### src/hdl/atfs_pkg.sv
// shared types and constants for the ata task-file setup block
`timescale 1ns / 1ps

package atfs_pkg;

    localparam int IN_DATA_W  = 48;
    localparam int OUT_DATA_W = 16;
    localparam int ADDR_W     = 32;
    localparam int LBA28_W    = 28;
    localparam int QUOT_W     = 23;

    // reciprocal of 63 scaled by 2^34, exact for 28-bit dividends
    localparam logic [28:0] RECIP_63   = 29'd272696337;
    localparam int          RECIP_SHFT = 34;
    localparam int          PROD_W     = 57;

    localparam logic [7:0] SEL_CHS = 8'hA0;
    localparam logic [7:0] SEL_LBA = 8'hE0;
    localparam logic [7:0] CTL_HOB = 8'h80;
    localparam logic [7:0] CTL_NIEN = 8'h02;

    localparam logic [7:0] CMD_READ      = 8'h20;
    localparam logic [7:0] CMD_WRITE     = 8'h30;
    localparam logic [7:0] CMD_READ_EXT  = 8'h24;
    localparam logic [7:0] CMD_WRITE_EXT = 8'h34;

    localparam logic [1:0] CFG_CHANNEL = 2'd0;
    localparam logic [1:0] CFG_SLAVE   = 2'd1;
    localparam logic [1:0] CFG_LBA     = 2'd2;

    typedef enum logic [2:0] {
        TREG_CONTROL = 3'd0,
        TREG_SELECT  = 3'd1,
        TREG_COUNT   = 3'd2,
        TREG_LBA_LO  = 3'd3,
        TREG_LBA_MID = 3'd4,
        TREG_LBA_HI  = 3'd5,
        TREG_COMMAND = 3'd6
    } treg_t;

    // task-file bytes of one request
    typedef struct packed {
        logic       chan;
        logic       ext;
        logic [7:0] count;
        logic [7:0] sel;
        logic [7:0] b0;
        logic [7:0] b1;
        logic [7:0] b2;
        logic [7:0] hob_lo;
        logic [7:0] cmd;
    } atfs_item_t;

endpackage

### src/hdl/atfs_front.sv
// request register, chs divide by 63 and task-file byte build
`timescale 1ns / 1ps

module atfs_front (
    input  logic                           clk,
    input  logic                           rst_n,
    input  logic                           cfg_wr_en,
    input  logic [1:0]                     cfg_index,
    input  logic [3:0]                     cfg_wdata,
    input  logic                           in_valid,
    output logic                           in_ready,
    input  logic [atfs_pkg::IN_DATA_W-1:0] in_data,
    output logic                           item_valid,
    input  logic                           item_ready,
    output atfs_pkg::atfs_item_t           item
);
    import atfs_pkg::*;

    logic [3:0] chan_mask_reg;
    logic [3:0] slave_mask_reg;
    logic [3:0] lba_mask_reg;

    logic              s1_valid_reg;
    logic              s1_wr_reg;
    logic              s1_chan_reg;
    logic              s1_slave_reg;
    logic              s1_lba_reg;
    logic [ADDR_W-1:0] s1_addr_reg;
    logic [7:0]        s1_count_reg;

    logic              s2_valid_reg;
    logic              s2_wr_reg;
    logic              s2_chan_reg;
    logic              s2_slave_reg;
    logic              s2_lba_reg;
    logic [ADDR_W-1:0] s2_addr_reg;
    logic [7:0]        s2_count_reg;
    logic [QUOT_W-1:0] s2_quot_reg;

    logic              s1_ready;
    logic              s2_ready;
    logic [1:0]        in_drive;
    logic [PROD_W-1:0] prod;
    logic [QUOT_W-1:0] quot_next;
    logic              ext;
    logic [5:0]        rem;
    logic [5:0]        sect;
    logic [3:0]        head;
    logic [15:0]       cyl;

    // configuration registers
    always_ff @(posedge clk or negedge rst_n)
    begin
        if (!rst_n)
        begin
            chan_mask_reg  <= 4'd12;
            slave_mask_reg <= 4'd10;
            lba_mask_reg   <= 4'd0;
        end
        else if (cfg_wr_en)
        begin
            unique case (cfg_index)
                CFG_CHANNEL: chan_mask_reg  <= cfg_wdata;
                CFG_SLAVE:   slave_mask_reg <= cfg_wdata;
                CFG_LBA:     lba_mask_reg   <= cfg_wdata;
                default:     ;
            endcase
        end
    end

    assign s2_ready = !s2_valid_reg || item_ready;
    assign s1_ready = !s1_valid_reg || s2_ready;
    assign in_ready = s1_ready;
    assign in_drive = in_data[2:1];

    // request register
    always_ff @(posedge clk or negedge rst_n)
    begin
        if (!rst_n)
        begin
            s1_valid_reg <= 1'b0;
        end
        else if (s1_ready)
        begin
            s1_valid_reg <= in_valid;
        end
    end

    always_ff @(posedge clk)
    begin
        if (in_valid && s1_ready)
        begin
            s1_wr_reg    <= in_data[0];
            s1_chan_reg  <= chan_mask_reg[in_drive];
            s1_slave_reg <= slave_mask_reg[in_drive];
            s1_lba_reg   <= lba_mask_reg[in_drive];
            s1_addr_reg  <= in_data[34:3];
            s1_count_reg <= in_data[42:35];
        end
    end

    // quotient by 63 through the scaled reciprocal
    assign prod      = {{(PROD_W-LBA28_W){1'b0}}, s1_addr_reg[LBA28_W-1:0]}
                     * {{(PROD_W-29){1'b0}}, RECIP_63};
    assign quot_next = prod[PROD_W-1:RECIP_SHFT];

    always_ff @(posedge clk or negedge rst_n)
    begin
        if (!rst_n)
        begin
            s2_valid_reg <= 1'b0;
        end
        else if (s2_ready)
        begin
            s2_valid_reg <= s1_valid_reg;
        end
    end

    always_ff @(posedge clk)
    begin
        if (s1_valid_reg && s2_ready)
        begin
            s2_wr_reg    <= s1_wr_reg;
            s2_chan_reg  <= s1_chan_reg;
            s2_slave_reg <= s1_slave_reg;
            s2_lba_reg   <= s1_lba_reg;
            s2_addr_reg  <= s1_addr_reg;
            s2_count_reg <= s1_count_reg;
            s2_quot_reg  <= quot_next;
        end
    end

    // remainder from low bits: addr - 63q == addr + q modulo 64
    assign rem  = s2_addr_reg[5:0] + s2_quot_reg[5:0];
    assign sect = rem + 6'd1;
    assign head = s2_quot_reg[3:0];
    assign cyl  = s2_quot_reg[19:4];
    assign ext  = (s2_addr_reg[31:28] != 4'd0);

    always_comb
    begin
        item.chan   = s2_chan_reg;
        item.ext    = ext;
        item.count  = s2_count_reg;
        item.hob_lo = s2_addr_reg[31:24];
        if (ext)
        begin
            item.sel = SEL_LBA | {3'b000, s2_slave_reg, 4'h0};
            item.b0  = s2_addr_reg[7:0];
            item.b1  = s2_addr_reg[15:8];
            item.b2  = s2_addr_reg[23:16];
            item.cmd = s2_wr_reg ? CMD_WRITE_EXT : CMD_READ_EXT;
        end
        else if (s2_lba_reg)
        begin
            item.sel = SEL_LBA | {3'b000, s2_slave_reg, s2_addr_reg[27:24]};
            item.b0  = s2_addr_reg[7:0];
            item.b1  = s2_addr_reg[15:8];
            item.b2  = s2_addr_reg[23:16];
            item.cmd = s2_wr_reg ? CMD_WRITE : CMD_READ;
        end
        else
        begin
            item.sel = SEL_CHS | {3'b000, s2_slave_reg, head};
            item.b0  = {2'b00, sect};
            item.b1  = cyl[7:0];
            item.b2  = cyl[15:8];
            item.cmd = s2_wr_reg ? CMD_WRITE : CMD_READ;
        end
    end

    assign item_valid = s2_valid_reg;

endmodule

### src/hdl/atfs_sequencer.sv
// steps through the task-file writes of one item into the output register
`timescale 1ns / 1ps

module atfs_sequencer (
    input  logic                 clk,
    input  logic                 rst_n,
    input  logic                 item_valid,
    output logic                 item_ready,
    input  atfs_pkg::atfs_item_t item,
    output logic                 out_valid,
    input  logic                 out_ready,
    output logic                 out_chan,
    output logic [2:0]           out_treg,
    output logic [7:0]           out_value,
    output logic                 out_last
);
    import atfs_pkg::*;

    typedef enum logic [18:0] {
        ST_NIEN   = 19'h00001,
        ST_SEL    = 19'h00002,
        ST_HSET0  = 19'h00004,
        ST_HCNT   = 19'h00008,
        ST_HCLR0  = 19'h00010,
        ST_HSET1  = 19'h00020,
        ST_HLO    = 19'h00040,
        ST_HCLR1  = 19'h00080,
        ST_HSET2  = 19'h00100,
        ST_HMID   = 19'h00200,
        ST_HCLR2  = 19'h00400,
        ST_HSET3  = 19'h00800,
        ST_HHI    = 19'h01000,
        ST_HCLR3  = 19'h02000,
        ST_CNT    = 19'h04000,
        ST_LO     = 19'h08000,
        ST_MID    = 19'h10000,
        ST_HI     = 19'h20000,
        ST_CMD    = 19'h40000
    } step_t;

    step_t      step_reg;
    step_t      step_next;
    logic       busy_reg;
    atfs_item_t item_reg;

    logic       out_valid_reg;
    logic       out_chan_reg;
    treg_t      out_treg_reg;
    logic [7:0] out_value_reg;
    logic       out_last_reg;

    logic       out_load;
    logic       emit;
    logic       at_end;
    treg_t      wr_treg;
    logic [7:0] wr_value;

    assign out_load   = !out_valid_reg || out_ready;
    assign emit       = busy_reg && out_load;
    assign at_end     = (step_reg == ST_CMD);
    assign item_ready = !busy_reg || (emit && at_end);

    // write of the current step
    always_comb
    begin
        step_next = step_t'({step_reg[17:0], 1'b0});
        wr_treg   = TREG_CONTROL;
        wr_value  = CTL_NIEN;
        unique case (step_reg) inside
            ST_NIEN, ST_HCLR0, ST_HCLR1, ST_HCLR2, ST_HCLR3:
            begin
                wr_treg  = TREG_CONTROL;
                wr_value = CTL_NIEN;
            end
            ST_SEL:
            begin
                wr_treg   = TREG_SELECT;
                wr_value  = item_reg.sel;
                step_next = item_reg.ext ? ST_HSET0 : ST_CNT;
            end
            ST_HSET0, ST_HSET1, ST_HSET2, ST_HSET3:
            begin
                wr_treg  = TREG_CONTROL;
                wr_value = CTL_HOB | CTL_NIEN;
            end
            ST_HCNT:
            begin
                wr_treg  = TREG_COUNT;
                wr_value = 8'h00;
            end
            ST_HLO:
            begin
                wr_treg  = TREG_LBA_LO;
                wr_value = item_reg.hob_lo;
            end
            ST_HMID:
            begin
                wr_treg  = TREG_LBA_MID;
                wr_value = 8'h00;
            end
            ST_HHI:
            begin
                wr_treg  = TREG_LBA_HI;
                wr_value = 8'h00;
            end
            ST_CNT:
            begin
                wr_treg  = TREG_COUNT;
                wr_value = item_reg.count;
            end
            ST_LO:
            begin
                wr_treg  = TREG_LBA_LO;
                wr_value = item_reg.b0;
            end
            ST_MID:
            begin
                wr_treg  = TREG_LBA_MID;
                wr_value = item_reg.b1;
            end
            ST_HI:
            begin
                wr_treg  = TREG_LBA_HI;
                wr_value = item_reg.b2;
            end
            ST_CMD:
            begin
                wr_treg   = TREG_COMMAND;
                wr_value  = item_reg.cmd;
                step_next = ST_NIEN;
            end
            default:
            begin
                step_next = ST_NIEN;
            end
        endcase
    end

    always_ff @(posedge clk or negedge rst_n)
    begin
        if (!rst_n)
        begin
            busy_reg <= 1'b0;
            step_reg <= ST_NIEN;
        end
        else if (item_valid && item_ready)
        begin
            busy_reg <= 1'b1;
            step_reg <= ST_NIEN;
        end
        else if (emit)
        begin
            busy_reg <= !at_end;
            step_reg <= step_next;
        end
    end

    always_ff @(posedge clk)
    begin
        if (item_valid && item_ready)
        begin
            item_reg <= item;
        end
    end

    // output register
    always_ff @(posedge clk or negedge rst_n)
    begin
        if (!rst_n)
        begin
            out_valid_reg <= 1'b0;
        end
        else if (out_load)
        begin
            out_valid_reg <= emit;
        end
    end

    always_ff @(posedge clk)
    begin
        if (emit)
        begin
            out_chan_reg  <= item_reg.chan;
            out_treg_reg  <= wr_treg;
            out_value_reg <= wr_value;
            out_last_reg  <= at_end;
        end
    end

    assign out_valid = out_valid_reg;
    assign out_chan  = out_chan_reg;
    assign out_treg  = out_treg_reg;
    assign out_value = out_value_reg;
    assign out_last  = out_last_reg;

endmodule

### src/hdl/ata_task_file_setup_core.sv
// top level of the ata pio task-file setup block
//
// channel   dir  handshake              payload
// cfg       in   cfg_wr_en              cfg_index, cfg_wdata
// s_axis    in   tvalid / tready        tdata: request
// m_axis    out  tvalid / tready        tdata: register write, tlast: command write
//
// a request gives 7 writes (chs, lba28) or 19 writes (lba48), one per cycle unless
// m_axis stalls; the sequencer keeps each request until its command write
// first write shows after the divide reg, item reg and output reg
// two requests can wait in the front stages while the sequencer is busy
// reset clears all valid flags; config masks reset to 12, 10 and 0
`timescale 1ns / 1ps

module ata_task_file_setup_core (
    input  logic        clk,
    input  logic        rst_n,
    input  logic        cfg_wr_en,
    input  logic [1:0]  cfg_index,
    input  logic [3:0]  cfg_wdata,
    input  logic        s_axis_tvalid,
    output logic        s_axis_tready,
    // mode[0], drive_number[2:1], block_address[34:3], sector_count[42:35], zeros
    input  logic [47:0] s_axis_tdata,
    output logic        m_axis_tvalid,
    input  logic        m_axis_tready,
    // bus_channel[0], target_register[3:1], write_value[11:4], zeros
    output logic [15:0] m_axis_tdata,
    output logic        m_axis_tlast
);
    import atfs_pkg::*;

    logic       item_valid;
    logic       item_ready;
    atfs_item_t item;
    logic       out_chan;
    logic [2:0] out_treg;
    logic [7:0] out_value;

    atfs_front u_front (
        .clk        (clk),
        .rst_n      (rst_n),
        .cfg_wr_en  (cfg_wr_en),
        .cfg_index  (cfg_index),
        .cfg_wdata  (cfg_wdata),
        .in_valid   (s_axis_tvalid),
        .in_ready   (s_axis_tready),
        .in_data    (s_axis_tdata),
        .item_valid (item_valid),
        .item_ready (item_ready),
        .item       (item)
    );

    atfs_sequencer u_sequencer (
        .clk        (clk),
        .rst_n      (rst_n),
        .item_valid (item_valid),
        .item_ready (item_ready),
        .item       (item),
        .out_valid  (m_axis_tvalid),
        .out_ready  (m_axis_tready),
        .out_chan   (out_chan),
        .out_treg   (out_treg),
        .out_value  (out_value),
        .out_last   (m_axis_tlast)
    );

    assign m_axis_tdata = {4'h0, out_value, out_treg, out_chan};

endmodule
### config.mk
export PLATFORM = sky130hd
export DESIGN_NAME = ata_task_file_setup_core
export DESIGN_NICKNAME = d
export VERILOG_FILES = /design/src/hdl/atfs_pkg.sv /design/src/hdl/atfs_front.sv /design/src/hdl/atfs_sequencer.sv /design/src/hdl/ata_task_file_setup_core.sv
export SDC_FILE = /design/constraint.sdc
export NUM_CORES = 1
export LEC_CHECK = 0
export ABC_AREA = 1
export BUFFER_PORTS_ARGS = -buffer_cell sky130_fd_sc_hd__buf_2
export CORE_MARGIN = 2
export CORE_UTILIZATION = 51
export DETAILED_ROUTE_END_ITERATION = 10
export PLACE_DENSITY = 0.75
export SETUP_SLACK_MARGIN = 0.02
export SYNTH_ARGS = -nofsm -noshare
export SYNTH_HDL_FRONTEND = slang
export SYNTH_HIERARCHICAL = 1
export SYNTH_SLANG_ARGS = --single-unit
### constraint.sdc
create_clock -name clk -period 5.35 [get_ports clk]
set_input_delay 0.2675 -clock clk [delete_from_list [all_inputs] [get_ports clk]]
set_output_delay 0.2675 -clock clk [all_outputs]
set_load 0.01 [all_outputs]
Word-level counts from Yosys, hierarchy flattened
Cells that the tools add are included.

Equality and inequality tests: 21. Reductions and logical operators: 27. Multiply operators: 1. Magnitude comparators: 1. Multiplexer cells: 19. Add/subtract/negate cells: 2.

Operators with widths (number): 8-bit case mux with 9 select lines (1); 28-bit by 29-bit multiplier with 54-bit output (second input constant) (1); 19-bit 2-to-1 mux (2); 19-bit case mux with 2 select lines (1); 31-bit 2-to-1 mux (1); 29-bit 2-to-1 mux (1); 19-bit by 1-bit == test with 1-bit output (second input constant) (1); 19-bit by 10-bit == test with 1-bit output (second input constant) (1); 19-bit by 11-bit == test with 1-bit output (second input constant) (1); 19-bit by 12-bit == test with 1-bit output (second input constant) (1); 19-bit by 13-bit == test with 1-bit output (second input constant) (1); 19-bit by 14-bit == test with 1-bit output (second input constant) (1); 19-bit by 15-bit == test with 1-bit output (second input constant) (1); 19-bit by 16-bit == test with 1-bit output (second input constant) (1); 19-bit by 17-bit == test with 1-bit output (second input constant) (1); 19-bit by 18-bit == test with 1-bit output (second input constant) (1); 19-bit == test (second input constant) (1); 19-bit by 2-bit == test with 1-bit output (second input constant) (1); 19-bit by 3-bit == test with 1-bit output (second input constant) (1); 19-bit by 4-bit == test with 1-bit output (second input constant) (1); 19-bit by 5-bit == test with 1-bit output (second input constant) (1); 19-bit by 6-bit == test with 1-bit output (second input constant) (1); 19-bit by 7-bit == test with 1-bit output (second input constant) (1); 19-bit by 8-bit == test with 1-bit output (second input constant) (1); 23 further kinds (46).

Bits in registers: 214. Bits of input ports: 59. Word-level logic and storage cells: 106.

Depth between registers and ports, before layout
Gate-level depths: netlist of the first run.

Depth after elaboration: 8. Mapped depth: 23. Mapped depth without buffers: 23.

Modules after synthesis
The synthesis of the first run kept the hierarchy.

By module, submodules not included: atfs_front (area an instance 10885.4 sq um, cells each 1258, instances 1, sequential area each 3598.5 sq um); atfs_sequencer (area an instance 4083.9 sq um, cells each 375, instances 1, sequential area each 2658.8 sq um); ata_task_file_setup_core (area an instance 41.3 sq um, cells each 6, instances 1, sequential area each 0.0 sq um).

Worst setup path before layout of the first run
Ideal clock, no wire load.

Path kind: register to register. Start point: register u_sequencer.step_reg[6]. End point: register u_front.s2_addr_reg[0] (enable). Setup time: 0.507 ns. Required time: 4.843 ns. Slack: 0.544 ns. Arrival: 4.299 ns. Clock period less this slack: 4.806 ns. Cell stages (with the launch flop): 10. Path through: dfrtp_1 -> nor2_2 -> nand2_4 -> inv_1 -> nand2_1 -> nor2_2 -> nand3_2 -> nand2_4 -> inv_1 -> a21oi_1.

Word-level cells in the longest chain between the ends: 5.

Ends and longest elaborated chain: from (decl) (line atfs_sequencer.sv:41) `step_t step_reg;`; from (signal assigned) (line atfs_sequencer.sv:154) `step_reg <= step_next;`; 19-bit == test (line atfs_sequencer.sv:60) `assign at_end = (step_reg == ST_CMD);`; 1-bit logical AND (line atfs_sequencer.sv:61) `assign item_ready = !busy_reg || (emit && at_end);`; 1-bit logical OR (line atfs_sequencer.sv:61); named net item_ready (line ata_task_file_setup_core.sv:34) `logic item_ready;`; 1-bit logical OR (line atfs_front.sv:71) `assign s2_ready = !s2_valid_reg || item_ready;`; 1-bit logical AND (line atfs_front.sv:121) `if (s1_valid_reg && s2_ready)`; to (signal assigned) (line atfs_front.sv:127) `s2_addr_reg <= s1_addr_reg;`; to (decl) (line atfs_front.sv:36) `logic [ADDR_W-1:0] s2_addr_reg;`.

The timed path passes the listed nets, and every way through them passes these cells. A chain may end at the register's enable or synchronous reset.

Worst setup path after layout of the first run
Start point: register u_front.s1_addr_reg[25]. End point: register u_front.s2_quot_reg[2], data pin.

Word-level cells in the longest chain between the ends: 1.

Ends and longest elaborated chain: from (decl) (line atfs_front.sv:28) `logic [ADDR_W-1:0] s1_addr_reg;`; from (signal assigned) (line atfs_front.sv:97) `s1_addr_reg <= in_data[34:3];`; 28-bit by 29-bit multiplier with 54-bit output (line atfs_front.sv:104) `* {{(PROD_W-29){1'b0}}, RECIP_63};`; named net u_front.prod[36] (line atfs_front.sv:43) `logic [PROD_W-1:0] prod;`; to (signal assigned) (line atfs_front.sv:129) `s2_quot_reg <= quot_next;`; to (decl) (line atfs_front.sv:38) `logic [QUOT_W-1:0] s2_quot_reg;`.

The timed path passes the listed nets, and every way through them passes these cells.

==> reports/metrics.json, run 1 <==
{
  "clock_tree": {
    "clkSlewWorstSetupHoldPaths_ns": 0.07,
    "cts_max_path_buffers": 3,
    "ctsRootBufferMaster": "clkbuf_16",
    "cts_tree": "done",
    "cts_bufs_inserted": 20,
    "cts_h_tree_depth": 1,
    "worstSkewPairLatency_ns": 0.49,
    "cts.sink_count": 214
  },
  "detailed_routing": {
    "detailroute.via_count": 11400,
    "totalWireLength_um": 37000,
    "drcViolationCount": 0,
    "dr_vias_cell": 5.28,
    "first_iter_violations": 899,
    "wl_per_cell_um": 17.2,
    "route.antenna.remaining_nets": 0,
    "detailedRoute.firstPassIterationCount": 5
  },
  "floorplan": {
    "floorplan.die_area_mm2": 0.0308,
    "rows": 62,
    "floorplan.initialDensity_pct": 52.0,
    "io_pins": 78,
    "design.core.area_mm2": 0.0289,
    "die_width_um": 176,
    "fp.dieH_um": 176
  },
  "placed_design": {
    "finalWeightedCongestion": 1.00,
    "portBuffers": 68,
    "dpl.hpwl_um": 29600
  },
  "logic_synthesis": {
    "synth.most_common_cell": "nand2_1",
    "fraction_of_the_yosys_area_taken_by_sequential_cells_pct": 41.7,
    "synth_async_sr_flop_share_pct": 16.4,
    "synth_cell_types": 46,
    "post_synth.cell_area_avg_um2": 9.16,
    "synth-edff-count": 179,
    "synth_largest_area_cell": "edfxtp_1",
    "yosysWarningCount": 6,
    "synth.cell_area_mm2": 0.0150,
    "ys_top_cells_by_area": "edfxtp_1, ha_1, nand2_1",
    "post_synth_inst_count": 1639,
    "synth_top_area_share_pct": 35.8,
    "seq_cells_post_synth": 214,
    "netlist_top_cells_count": "nand2_1, inv_1, edfxtp_1, ha_1, nor2_1",
    "synth_ff_type": "edfxtp_1"
  },
  "sta": {
    "grt_setup_unrepaired": "no",
    "slew_viol_final": 0,
    "tightestPinTransition_ns": 1.05,
    "finalCritPeriodShare_pct": 92.4,
    "timing_hold_violations_final": 0,
    "slew-limit-headroom_pct": 30.1,
    "timing.final.crit_period_ns": 4.94,
    "fin_setup_tns_ns": 0,
    "clock-skew-final_ns": 0.0163,
    "setup_viol_count_final": 0,
    "achievable-frequency_mhz": 202
  },
  "worst_setup_path": {
    "critical_path.startpoint_type": "flop",
    "regToRegSetupSlack_ns": 0.41,
    "worstRegToRegCells": 14,
    "critical_path.reg2reg.startpoint": "u_front/s1_addr_reg[25]$_DFFE_PP_",
    "critical_path_required_ns": 5.56,
    "crit_path_max_fanout": 4,
    "r2r_end": "u_front/s2_quot_reg[2]$_DFFE_PP_",
    "timing.critical_path.to_type": "flop",
    "crit_arrival_ns": 5.15,
    "crit_type": "reg2reg"
  },
  "power_and_ir_drop": {
    "total_power_uw": 6630,
    "leakagePower_uw": 0.00804,
    "power.switching_uw": 2770,
    "p_int_uw": 3870,
    "p_sw_share_pct": 41.7,
    "p_comb_share_pct": 47.7,
    "peakVddDrop_mv": 0.233,
    "powerDensity_mw_per_mm2": 395,
    "seq_power_share_pct": 30.0,
    "clockPowerShare_pct": 22.3
  },
  "grt": {
    "groute.usage.overall_pct": 24.6,
    "grt_pass1_wl_um": 59000,
    "grt_overflow": 0,
    "grt_max_degree": 65,
    "antenna_found_initial": 2,
    "first_global_vias": 11400
  },
  "run": {
    "maxCapViolCount": 0
  },
  "min_path": {
    "timing.hold.worst_path_depth": 3,
    "worstHoldEndpoint": "u_front/s1_valid_reg$_DFFE_PN0N_",
    "hp-class": "in2reg",
    "min-delay-start": "s_axis_tvalid"
  },
  "run_status": {
    "status": "finished clean"
  },
  "layout": {
    "areaGrowthSynthToFinish_pct": 11.9,
    "largest_reg_flops": 58,
    "design.final.nets": 2049,
    "final_layout_size_suffix_gt1_share_pct": 9.78,
    "fin_util_pct": 58.2
  }
}
## metal layers
metal	vias up	routed length [um]	share of wire (%)	GRT usage, %
met5	-	0	0	0
met4	0	1570	4.3	10.1
met3	89	1500	4.1	1.60
met2	320	18300	49	43.2
met1	5377	15700	42	31.7
li1	5584	-	-	-
## metrics by stage
stage / hold WS, ns / instances / cell area, um2 / worst slack, ns
2_1_floorplan: -0.0281 / 1648 / 15000 / 0.544
3_3_place_gp: 0.381 / 2075 / 15700 / 0.476
3_5_place_dp: 0.395 / 2075 / 15700 / 0.471
4_1_cts: 0.00408 / 2153 / 16800 / 0.451
5_1_grt: 0.0303 / 2154 / 16800 / 0.169
6_report: 0.0151 / 2154 / 16800 / 0.407
## how the worst max path moves through the flow
stage | startpoint | to | slack (ns) | cells after the start
after floorplan | u_sequencer/step_reg[6]$_DFFE_PN0P_ | u_front/s2_addr_reg[0]$_DFFE_PP_ | 0.54 | 9
after global routing | u_front/s1_addr_reg[25]$_DFFE_PP_ | u_front/s2_quot_reg[2]$_DFFE_PP_ | 0.17 | 14
after global placement | u_front/s1_addr_reg[20]$_DFFE_PP_ | u_front/s2_quot_reg[10]$_DFFE_PP_ | 0.48 | 16
after detailed placement | u_front/s1_addr_reg[20]$_DFFE_PP_ | u_front/s2_quot_reg[14]$_DFFE_PP_ | 0.47 | 17
final | u_front/s1_addr_reg[25]$_DFFE_PP_ | u_front/s2_quot_reg[2]$_DFFE_PP_ | 0.41 | 14
after CTS | u_front/s1_addr_reg[20]$_DFFE_PP_ | u_front/s2_quot_reg[10]$_DFFE_PP_ | 0.45 | 16
## placed cells by master, fill, tap and decap left out, types with 10 or more instances in the layout
| cell | netlist | routed |
|---|---|---|
| nand2_1 | 408 | 408 |
| a22o_1 | 10 | 10 |
| a21oi_1 | 73 | 72 |
| dlygate4sd3_1 | 0 | 42 |
| nor3_1 | 19 | 19 |
| inv_2 | 8 | 10 |
| nor2_1 | 128 | 128 |
| inv_1 | 262 | 260 |
| nor2_2 | 15 | 15 |
| nand3_1 | 68 | 68 |
| ha_1 | 176 | 176 |
| fa_1 | 59 | 59 |
| buf_4 | 27 | 10 |
| nand4_1 | 31 | 31 |
| edfxtp_1 | 179 | 179 |
| o21ai_0 | 60 | 60 |
| conb_1 | 3 | 12 |
| buf_2 | 4 | 68 |
| nand3_2 | 14 | 14 |
| dfrtp_1 | 30 | 30 |
| clkbuf_16 | 0 | 22 |
## cell type report
| class | instances | area (um2) |
|---|---|---|
| Antenna cell | 1 | 2.50 |
| Clock buffer | 27 | 569 |
| Clock inverter | 9 | 121 |
| Fill cell | 2516 | 12100 |
| Inverter | 272 | 1020 |
| Multi-Input combinational cell | 1127 | 7510 |
| Sequential cell | 214 | 6260 |
| Tap cell | 384 | 480 |
| Timing Repair Buffer | 120 | 836 |
## worst max-delay path: stages (launching register included)
cell and delay [ns]:
edfxtp_1 0.56, ha_1 0.42, fa_1 0.50, fa_1 0.52, inv_1 0.05, fa_1 0.52
inv_1 0.06, fa_1 0.48, ha_1 0.34, a21oi_1 0.27, o21ai_0 0.19, a21oi_1 0.24
nand2_1 0.10, a21oi_1 0.28, xnor2_1 0.13
## cells by family (layout without fill, tap and decap cells)
kind of cell             Yosys count  count (layout)  synth area share (%)
AND/OR/NAND/NOR                  706             706                  20.5
multiplexers                       1               1                0.0667
other                              3              13                0.0750
buffers and inverters            307             428                  8.59
flip-flops                       214             214                  41.7
XOR/XNOR                           6               6                 0.350
AO/OA/AOI/OAI                    167             167                  6.20
adder cells (fa/ha/maj)          235             235                  22.5
## power groups by stage
stage	clock network, uW	registers, uW	logic (uW)
after detailed placement	0	2020	3090
after floorplan	0	2010	2240
final	1480	1990	3160
after global placement	0	2020	3040
after global routing	1560	2000	3580
after CTS	1500	1990	3130
## timing repair
action,in CTS,in global routing
buffers inserted,0,0
endpoints found under the hold margin,71,0
hold buffers,42,0
gates resized for setup,0,0
setup endpoints to repair,0,0
(Power assumes the default switching activity.)
==> run 2, diff against run 1 <==
--- a/config.mk
+++ b/config.mk
@@ -8,9 +8,9 @@
 export ABC_AREA = 1
 export BUFFER_PORTS_ARGS = -buffer_cell sky130_fd_sc_hd__buf_2
 export CORE_MARGIN = 2
-export CORE_UTILIZATION = 51
+export CORE_UTILIZATION = 63
 export DETAILED_ROUTE_END_ITERATION = 10
-export PLACE_DENSITY = 0.75
+export PLACE_DENSITY = 0.89
 export SETUP_SLACK_MARGIN = 0.02
 export SYNTH_ARGS = -nofsm -noshare
 export SYNTH_HDL_FRONTEND = slang
==> reports/metrics.json, run 2 (synthesis results as in run 1) <==
{
  "sta": {
    "postLayoutSetupSlackWorst_ns": 0.303,
    "finalCritPeriodShare_pct": 94.3,
    "fin_setup_tns_ns": 0,
    "achievable-frequency_mhz": 198,
    "slew_viol_final": 0,
    "tightestPinTransition_ns": 1.11,
    "slew-limit-headroom_pct": 26.0,
    "grt_setup_unrepaired": "no",
    "timing.final.crit_period_ns": 5.05,
    "clock-skew-final_ns": 0.0259,
    "setup_viol_count_final": 0,
    "timing_hold_violations_final": 0
  },
  "min_path": {
    "min-delay-start": "cfg_wdata[3]",
    "hp-class": "in2reg",
    "worstHoldEndpoint": "u_front/slave_mask_reg[3]$_DFFE_PN1P_",
    "timing.hold.worst_path_depth": 3
  },
  "clock_tree": {
    "cts_tree": "done",
    "cts_max_path_buffers": 3,
    "hold_buffers": 42,
    "clkSlewWorstSetupHoldPaths_ns": 0.08,
    "cts_h_tree_depth": 1,
    "post_cts_resized": 0,
    "postCtsSetupRepairBufs": 0,
    "cts_bufs_inserted": 21,
    "ctsRootBufferMaster": "clkbuf_16",
    "worstSkewPairLatency_ns": 0.51,
    "cts.sink_count": 214
  },
  "layout": {
    "final.fill_count": 1690,
    "areaGrowthSynthToFinish_pct": 10.9,
    "final_cells": 2085,
    "final_layout_size_suffix_gt1_share_pct": 9.74,
    "final_area_mm2": 0.0167,
    "layout.cells.most_common_list": "nand2_1, inv_1, edfxtp_1",
    "largest_reg_flops": 58,
    "design.final.nets": 2047,
    "layout_commonest_cell": "nand2_1",
    "ant_cells": 0
  },
  "detailed_routing": {
    "drcViolationCount": 0,
    "wl_per_cell_um": 19.5,
    "dr_vias_cell": 5.72,
    "route.antenna.remaining_nets": 0,
    "detailroute.via_count": 11900,
    "totalWireLength_um": 40700,
    "detailedRoute.firstPassIterationCount": 5,
    "first_iter_violations": 1005
  },
  "floorplan": {
    "floorplan.die_area_mm2": 0.0251,
    "floorplan.initialDensity_pct": 64.1,
    "rows": 56,
    "design.core.area_mm2": 0.0234,
    "io_pins": 78,
    "fp.dieH_um": 158,
    "die_width_um": 158
  },
  "worst_setup_path": {
    "crit_path_max_fanout": 4,
    "crit_type": "reg2reg",
    "critical_path_required_ns": 5.57,
    "critical_path.startpoint_type": "flop",
    "timing.critical_path.to_type": "flop",
    "crit_arrival_ns": 5.27,
    "regToRegSetupSlack_ns": 0.30,
    "critical_path.reg2reg.startpoint": "u_front/s1_addr_reg[20]$_DFFE_PP_",
    "r2r_end": "u_front/s2_quot_reg[6]$_DFFE_PP_",
    "worstRegToRegCells": 17
  },
  "placed_design": {
    "dpl.hpwl_um": 30200,
    "total_instance_count_after_detailed_placement": 2007,
    "portBuffers": 68,
    "place_area_mm2": 0.0156,
    "finalWeightedCongestion": 1.05,
    "post-place-ws_ns": 0.370
  },
  "power_and_ir_drop": {
    "power.switching_uw": 2880,
    "p_comb_share_pct": 48.4,
    "p_int_uw": 3770,
    "clockPowerShare_pct": 21.5,
    "p_sw_share_pct": 43.3,
    "seq_power_share_pct": 30.1,
    "leakagePower_uw": 0.00799,
    "powerDensity_mw_per_mm2": 399,
    "peakVddDrop_mv": 0.275
  },
  "grt": {
    "grt_pass1_wl_um": 63400,
    "grt_overflow": 0,
    "groute.usage.overall_pct": 34.0,
    "first_global_vias": 12100,
    "antenna_found_initial": 1,
    "grt_max_degree": 65
  },
  "run": {
    "maxCapViolCount": 0
  },
  "run_status": {
    "status": "finished clean"
  }
}
run 2: worst max path at each step:
stage | from | endpoint | cells past startpoint
floorplan | u_sequencer/step_reg[6]$_DFFE_PN0P_ | u_front/s2_addr_reg[0]$_DFFE_PP_ | 9
global placement | u_front/s1_addr_reg[20]$_DFFE_PP_ | u_front/s2_quot_reg[6]$_DFFE_PP_ | 17
detailed placement | u_front/s1_addr_reg[20]$_DFFE_PP_ | u_front/s2_quot_reg[6]$_DFFE_PP_ | 17
CTS | u_front/s1_addr_reg[20]$_DFFE_PP_ | u_front/s2_quot_reg[6]$_DFFE_PP_ | 17
global route | u_front/s1_addr_reg[20]$_DFFE_PP_ | u_front/s2_quot_reg[6]$_DFFE_PP_ | 17
finish | u_front/s1_addr_reg[20]$_DFFE_PP_ | u_front/s2_quot_reg[6]$_DFFE_PP_ | 17
run 2: worst max-delay path: stages (launching register included):
cell	delay, ns
edfxtp_1	0.54
ha_1	0.42
fa_1	0.57
inv_1	0.11
fa_1	0.51
fa_1	0.54
fa_1	0.55
inv_1	0.04
ha_1	0.31
nand2_1	0.12
nor2_1	0.17
inv_1	0.08
nor2_1	0.19
inv_1	0.08
nor2_1	0.16
nand4_1	0.13
nand4_1	0.11
nand2_1	0.13
run 2: layer usage:
layer	track usage [%]	up-vias	routed length, um
met2	57.5	619	19400
met4	22.4	2	3120
li1	-	5580	-
met1	40.1	5545	14800
met5	0	-	11
met3	5.69	178	3330
run 2: final cells by class:
class                      count  area, um2  area share, %
multi-input combinational   1127       7510           45.1
timing repair buffer         117        813           4.88
inverter                     272       1020           6.13
sequential                   214       6260           37.6
tap                          319        399           2.40
clock inverter                12        115          0.691
clock buffer                  24        537           3.22
run 2: stage by stage:
step	hold WS (ns)	util [%]	total power [uW]
final	0.0329	71.2	6640
after global routing	0.0527	71.2	7120
after CTS	0.0407	71.2	6540
after detailed placement	0.405	66.6	5120
after global placement	0.384	66.6	5050
after floorplan	-0.0281	-	4250
run 2: power groups by stage:
stage	Clock (uW)	Combinational [uW]	Sequential, uW
floorplan	0	2240	2010
global placement	0	3030	2020
detailed placement	0	3100	2030
CTS	1400	3150	1990
global route	1500	3620	2000
finish	1430	3220	2000
==> run 3, diff against run 2 <==
--- a/config.mk
+++ b/config.mk
@@ -5,12 +5,13 @@
 export SDC_FILE = /design/constraint.sdc
 export NUM_CORES = 1
 export LEC_CHECK = 0
-export ABC_AREA = 1
+export ABC_AREA = 0
 export BUFFER_PORTS_ARGS = -buffer_cell sky130_fd_sc_hd__buf_2
 export CORE_MARGIN = 2
-export CORE_UTILIZATION = 63
+export CORE_UTILIZATION = 62
+export CTS_CLUSTER_DIAMETER = 50
 export DETAILED_ROUTE_END_ITERATION = 10
-export PLACE_DENSITY = 0.89
+export PLACE_DENSITY = 0.88
 export SETUP_SLACK_MARGIN = 0.02
 export SYNTH_ARGS = -nofsm -noshare
 export SYNTH_HDL_FRONTEND = slang
==> reports/metrics.json, run 3 <==
{
  "run_status": {
    "status": "finished with violations",
    "violations": "setup timing"
  },
  "detailed_routing": {
    "route.antenna.remaining_nets": 0,
    "wl_per_cell_um": 20.9,
    "totalWireLength_um": 31900,
    "dr_vias_cell": 5.92,
    "drcViolationCount": 0,
    "detailedRoute.firstPassIterationCount": 6,
    "first_iter_violations": 738,
    "detailroute.via_count": 9009
  },
  "sta": {
    "finalCritPeriodShare_pct": 100,
    "achievable-frequency_mhz": 187,
    "timing_hold_violations_final": 0,
    "setup_viol_count_final": 1,
    "postLayoutSetupSlackWorst_ns": -0.00207,
    "grt_setup_unrepaired": "yes",
    "clock-skew-final_ns": 0.0237,
    "slew_viol_final": 0,
    "timing.final.crit_period_ns": 5.35,
    "tightestPinTransition_ns": 1.18,
    "slew-limit-headroom_pct": 21.6,
    "worst_hold_slack_ns": 0.0122,
    "fin_setup_tns_ns": -0.00207
  },
  "power_and_ir_drop": {
    "peakVddDrop_mv": 0.274,
    "clockPowerShare_pct": 42.1,
    "leakagePower_uw": 0.00684,
    "seq_power_share_pct": 48.1,
    "p_sw_share_pct": 25.0,
    "power.switching_uw": 980,
    "p_comb_share_pct": 9.8,
    "powerDensity_mw_per_mm2": 253,
    "p_int_uw": 2950
  },
  "logic_synthesis": {
    "post_synth.cell_area_avg_um2": 12.3,
    "synth_largest_area_cell": "edfxtp_1",
    "synth_cell_types": 78,
    "post_synth_inst_count": 1082,
    "seq_cells_post_synth": 214,
    "synth-edff-count": 179,
    "fraction_of_the_yosys_area_taken_by_sequential_cells_pct": 47.0,
    "synth.most_common_cell": "edfxtp_1",
    "ys_top_cells_by_area": "edfxtp_1, ha_1, fa_1",
    "synth_top_area_share_pct": 40.3,
    "synth_ff_type": "edfxtp_1",
    "synth.cell_area_mm2": 0.0133,
    "synth_async_sr_flop_share_pct": 16.4,
    "netlist_top_cells_count": "edfxtp_1, ha_1, inv_1, nand2_1, fa_1",
    "yosysWarningCount": 6
  },
  "floorplan": {
    "floorplan.initialDensity_pct": 63.2,
    "floorplan.die_area_mm2": 0.0227,
    "rows": 53,
    "io_pins": 78,
    "die_width_um": 151,
    "design.core.area_mm2": 0.0211,
    "fp.dieH_um": 151
  },
  "grt": {
    "antenna_found_initial": 0,
    "grt_overflow": 0,
    "groute.usage.overall_pct": 27.8,
    "first_global_vias": 9215,
    "grt_max_degree": 45,
    "grt_pass1_wl_um": 48000
  },
  "worst_setup_path": {
    "worst_path_most_repeated_cell": "fa_1",
    "critPathBufInv": 2,
    "timing.critical_path.to_type": "flop",
    "critical-path-max-stage-delay_ns": 0.55,
    "crit_arrival_ns": 5.63,
    "crit_path_top_delay_cell": "fa_1",
    "critPathTopFamily": "adder cells",
    "crit_type": "reg2reg",
    "crit_path_max_fanout": 6,
    "critical_path_required_ns": 5.63,
    "critical_path.startpoint_type": "flop",
    "crit_chain": "ha_1, fa_1, fa_1, inv_2, fa_1, inv_1, fa_1, ha_1, and3_4, nand2_2, or3_4, a311oi_4, o21ba_4, o21ai_4, a211oi_2, o21ai_1, xnor2_1"
  },
  "layout": {
    "ant_cells": 0,
    "final_layout_size_suffix_gt1_share_pct": 17.7,
    "final.fill_count": 1299,
    "layout.cells.most_common_list": "edfxtp_1, ha_1, inv_1",
    "design.final.nets": 1520,
    "areaGrowthSynthToFinish_pct": 16.3,
    "largest_reg_flops": 58,
    "layout_commonest_cell": "edfxtp_1"
  },
  "clock_tree": {
    "cts_max_path_buffers": 3,
    "worstSkewPairLatency_ns": 0.54,
    "cts_bufs_inserted": 26,
    "cts_h_tree_depth": 1,
    "ctsRootBufferMaster": "clkbuf_16",
    "clkSlewWorstSetupHoldPaths_ns": 0.06,
    "cts_tree": "done",
    "cts.sink_count": 214
  },
  "placed_design": {
    "dpl.hpwl_um": 21100,
    "finalWeightedCongestion": 0.920,
    "portBuffers": 68
  },
  "run": {
    "maxCapViolCount": 0
  },
  "min_path": {
    "hp-class": "in2reg"
  }
}
-- run 3: cell types whose count changed in the layout (fill, tap and decap cells not counted), sizes merged, moves of 24 or more --
cell,change
o21ai,-24
inv,-142
nand2,-306
nor2,-121
buf,+35
nand3,-67
a21oi,-31
-- run 3: final cells by class --
cell class | count | area [um2] | share of cell area, %
clock buffers | 32 | 683 | 4.41
well taps | 275 | 344 | 2.22
clock inverters | 16 | 141 | 0.912
multi-input cells | 704 | 6500 | 41.9
flip-flops and latches | 214 | 6260 | 40.4
repair buffers | 154 | 1100 | 7.07
inverters | 126 | 473 | 3.05
-- run 3: worst paths after layout --
kind,endpoint,cells past startpoint,startpoint,slack (ns)
worst max-delay path,u_front/s2_quot_reg[18]$_DFFE_PP_,17,u_front/s1_addr_reg[25]$_DFFE_PP_,-0.002
worst min-delay path,u_front/chan_mask_reg[0]$_DFFE_PN0P_,2,cfg_wdata[0],0.01
worst max register to register,u_front/s2_quot_reg[18]$_DFFE_PP_,17,u_front/s1_addr_reg[25]$_DFFE_PP_,-0.002
worst min register to register,u_sequencer/item_reg[44]$_DFFE_PP_,0,u_front/s2_slave_reg$_DFFE_PP_,0.42
max in group asynchronous,u_front/lba_mask_reg[2]$_DFFE_PN0P_,2,rst_n,4.48
min in group asynchronous,u_sequencer/step_reg[6]$_DFFE_PN0P_,2,rst_n,0.35
-- run 3: repair_timing --
action / CTS / global route
resized for setup: 0 / 29
setup buffers: 1 / 14
pin swaps: 0 / 24
hold buffers: 44 / 0
setup endpoints to repair: 1 / 15
endpoints found under the hold margin: 75 / 0
-- run 3: metal layers --
metal | vias up | track usage, % | routed length, um
li1 | 4140 | - | -
met1 | 4384 | 34.4 | 12200
met3 | 105 | 5.45 | 2120
met2 | 380 | 48.5 | 16100
met4 | 0 | 10.4 | 1420
met5 | - | 0 | 0
-- run 3: stage by stage --
step	util, %	instance area [um2]	setup WS [ns]	total power, uW	std cells
5_1_grt	73.5	15500	-0.110	4050	1521
3_3_place_gp	66.1	13900	0.105	2250	1414
6_report	73.5	15500	-0.00207	3930	1521
2_1_floorplan	-	13400	0.353	2180	1091
3_5_place_dp	66.1	13900	0.0431	2260	1414
4_1_cts	72.1	15200	0.0202	3930	1507
-- run 3: power groups by stage --
stage	sequential, uW	combinational (uW)	clock, uW
2_1_floorplan	1920	264	0
3_3_place_gp	1920	334	0
3_5_place_dp	1920	343	0
4_1_cts	1890	375	1670
5_1_grt	1890	421	1740
6_report	1890	384	1650
-- run 3: logic make-up (layout without fill, tap and decap cells) --
kind of cell             after synthesis  after routing  synth area share [%]
multiplexers                          20             20                  1.90
other                                  3             12                0.0845
buffers and inverters                173            328                  5.92
XOR/XNOR                              27             27                  1.78
AND/OR/NAND/NOR                      247            247                  9.79
AO/OA/AOI/OAI                        163            163                  8.17
adder cells (fa/ha/maj)              235            235                  25.4
flip-flops                           214            214                  47.0
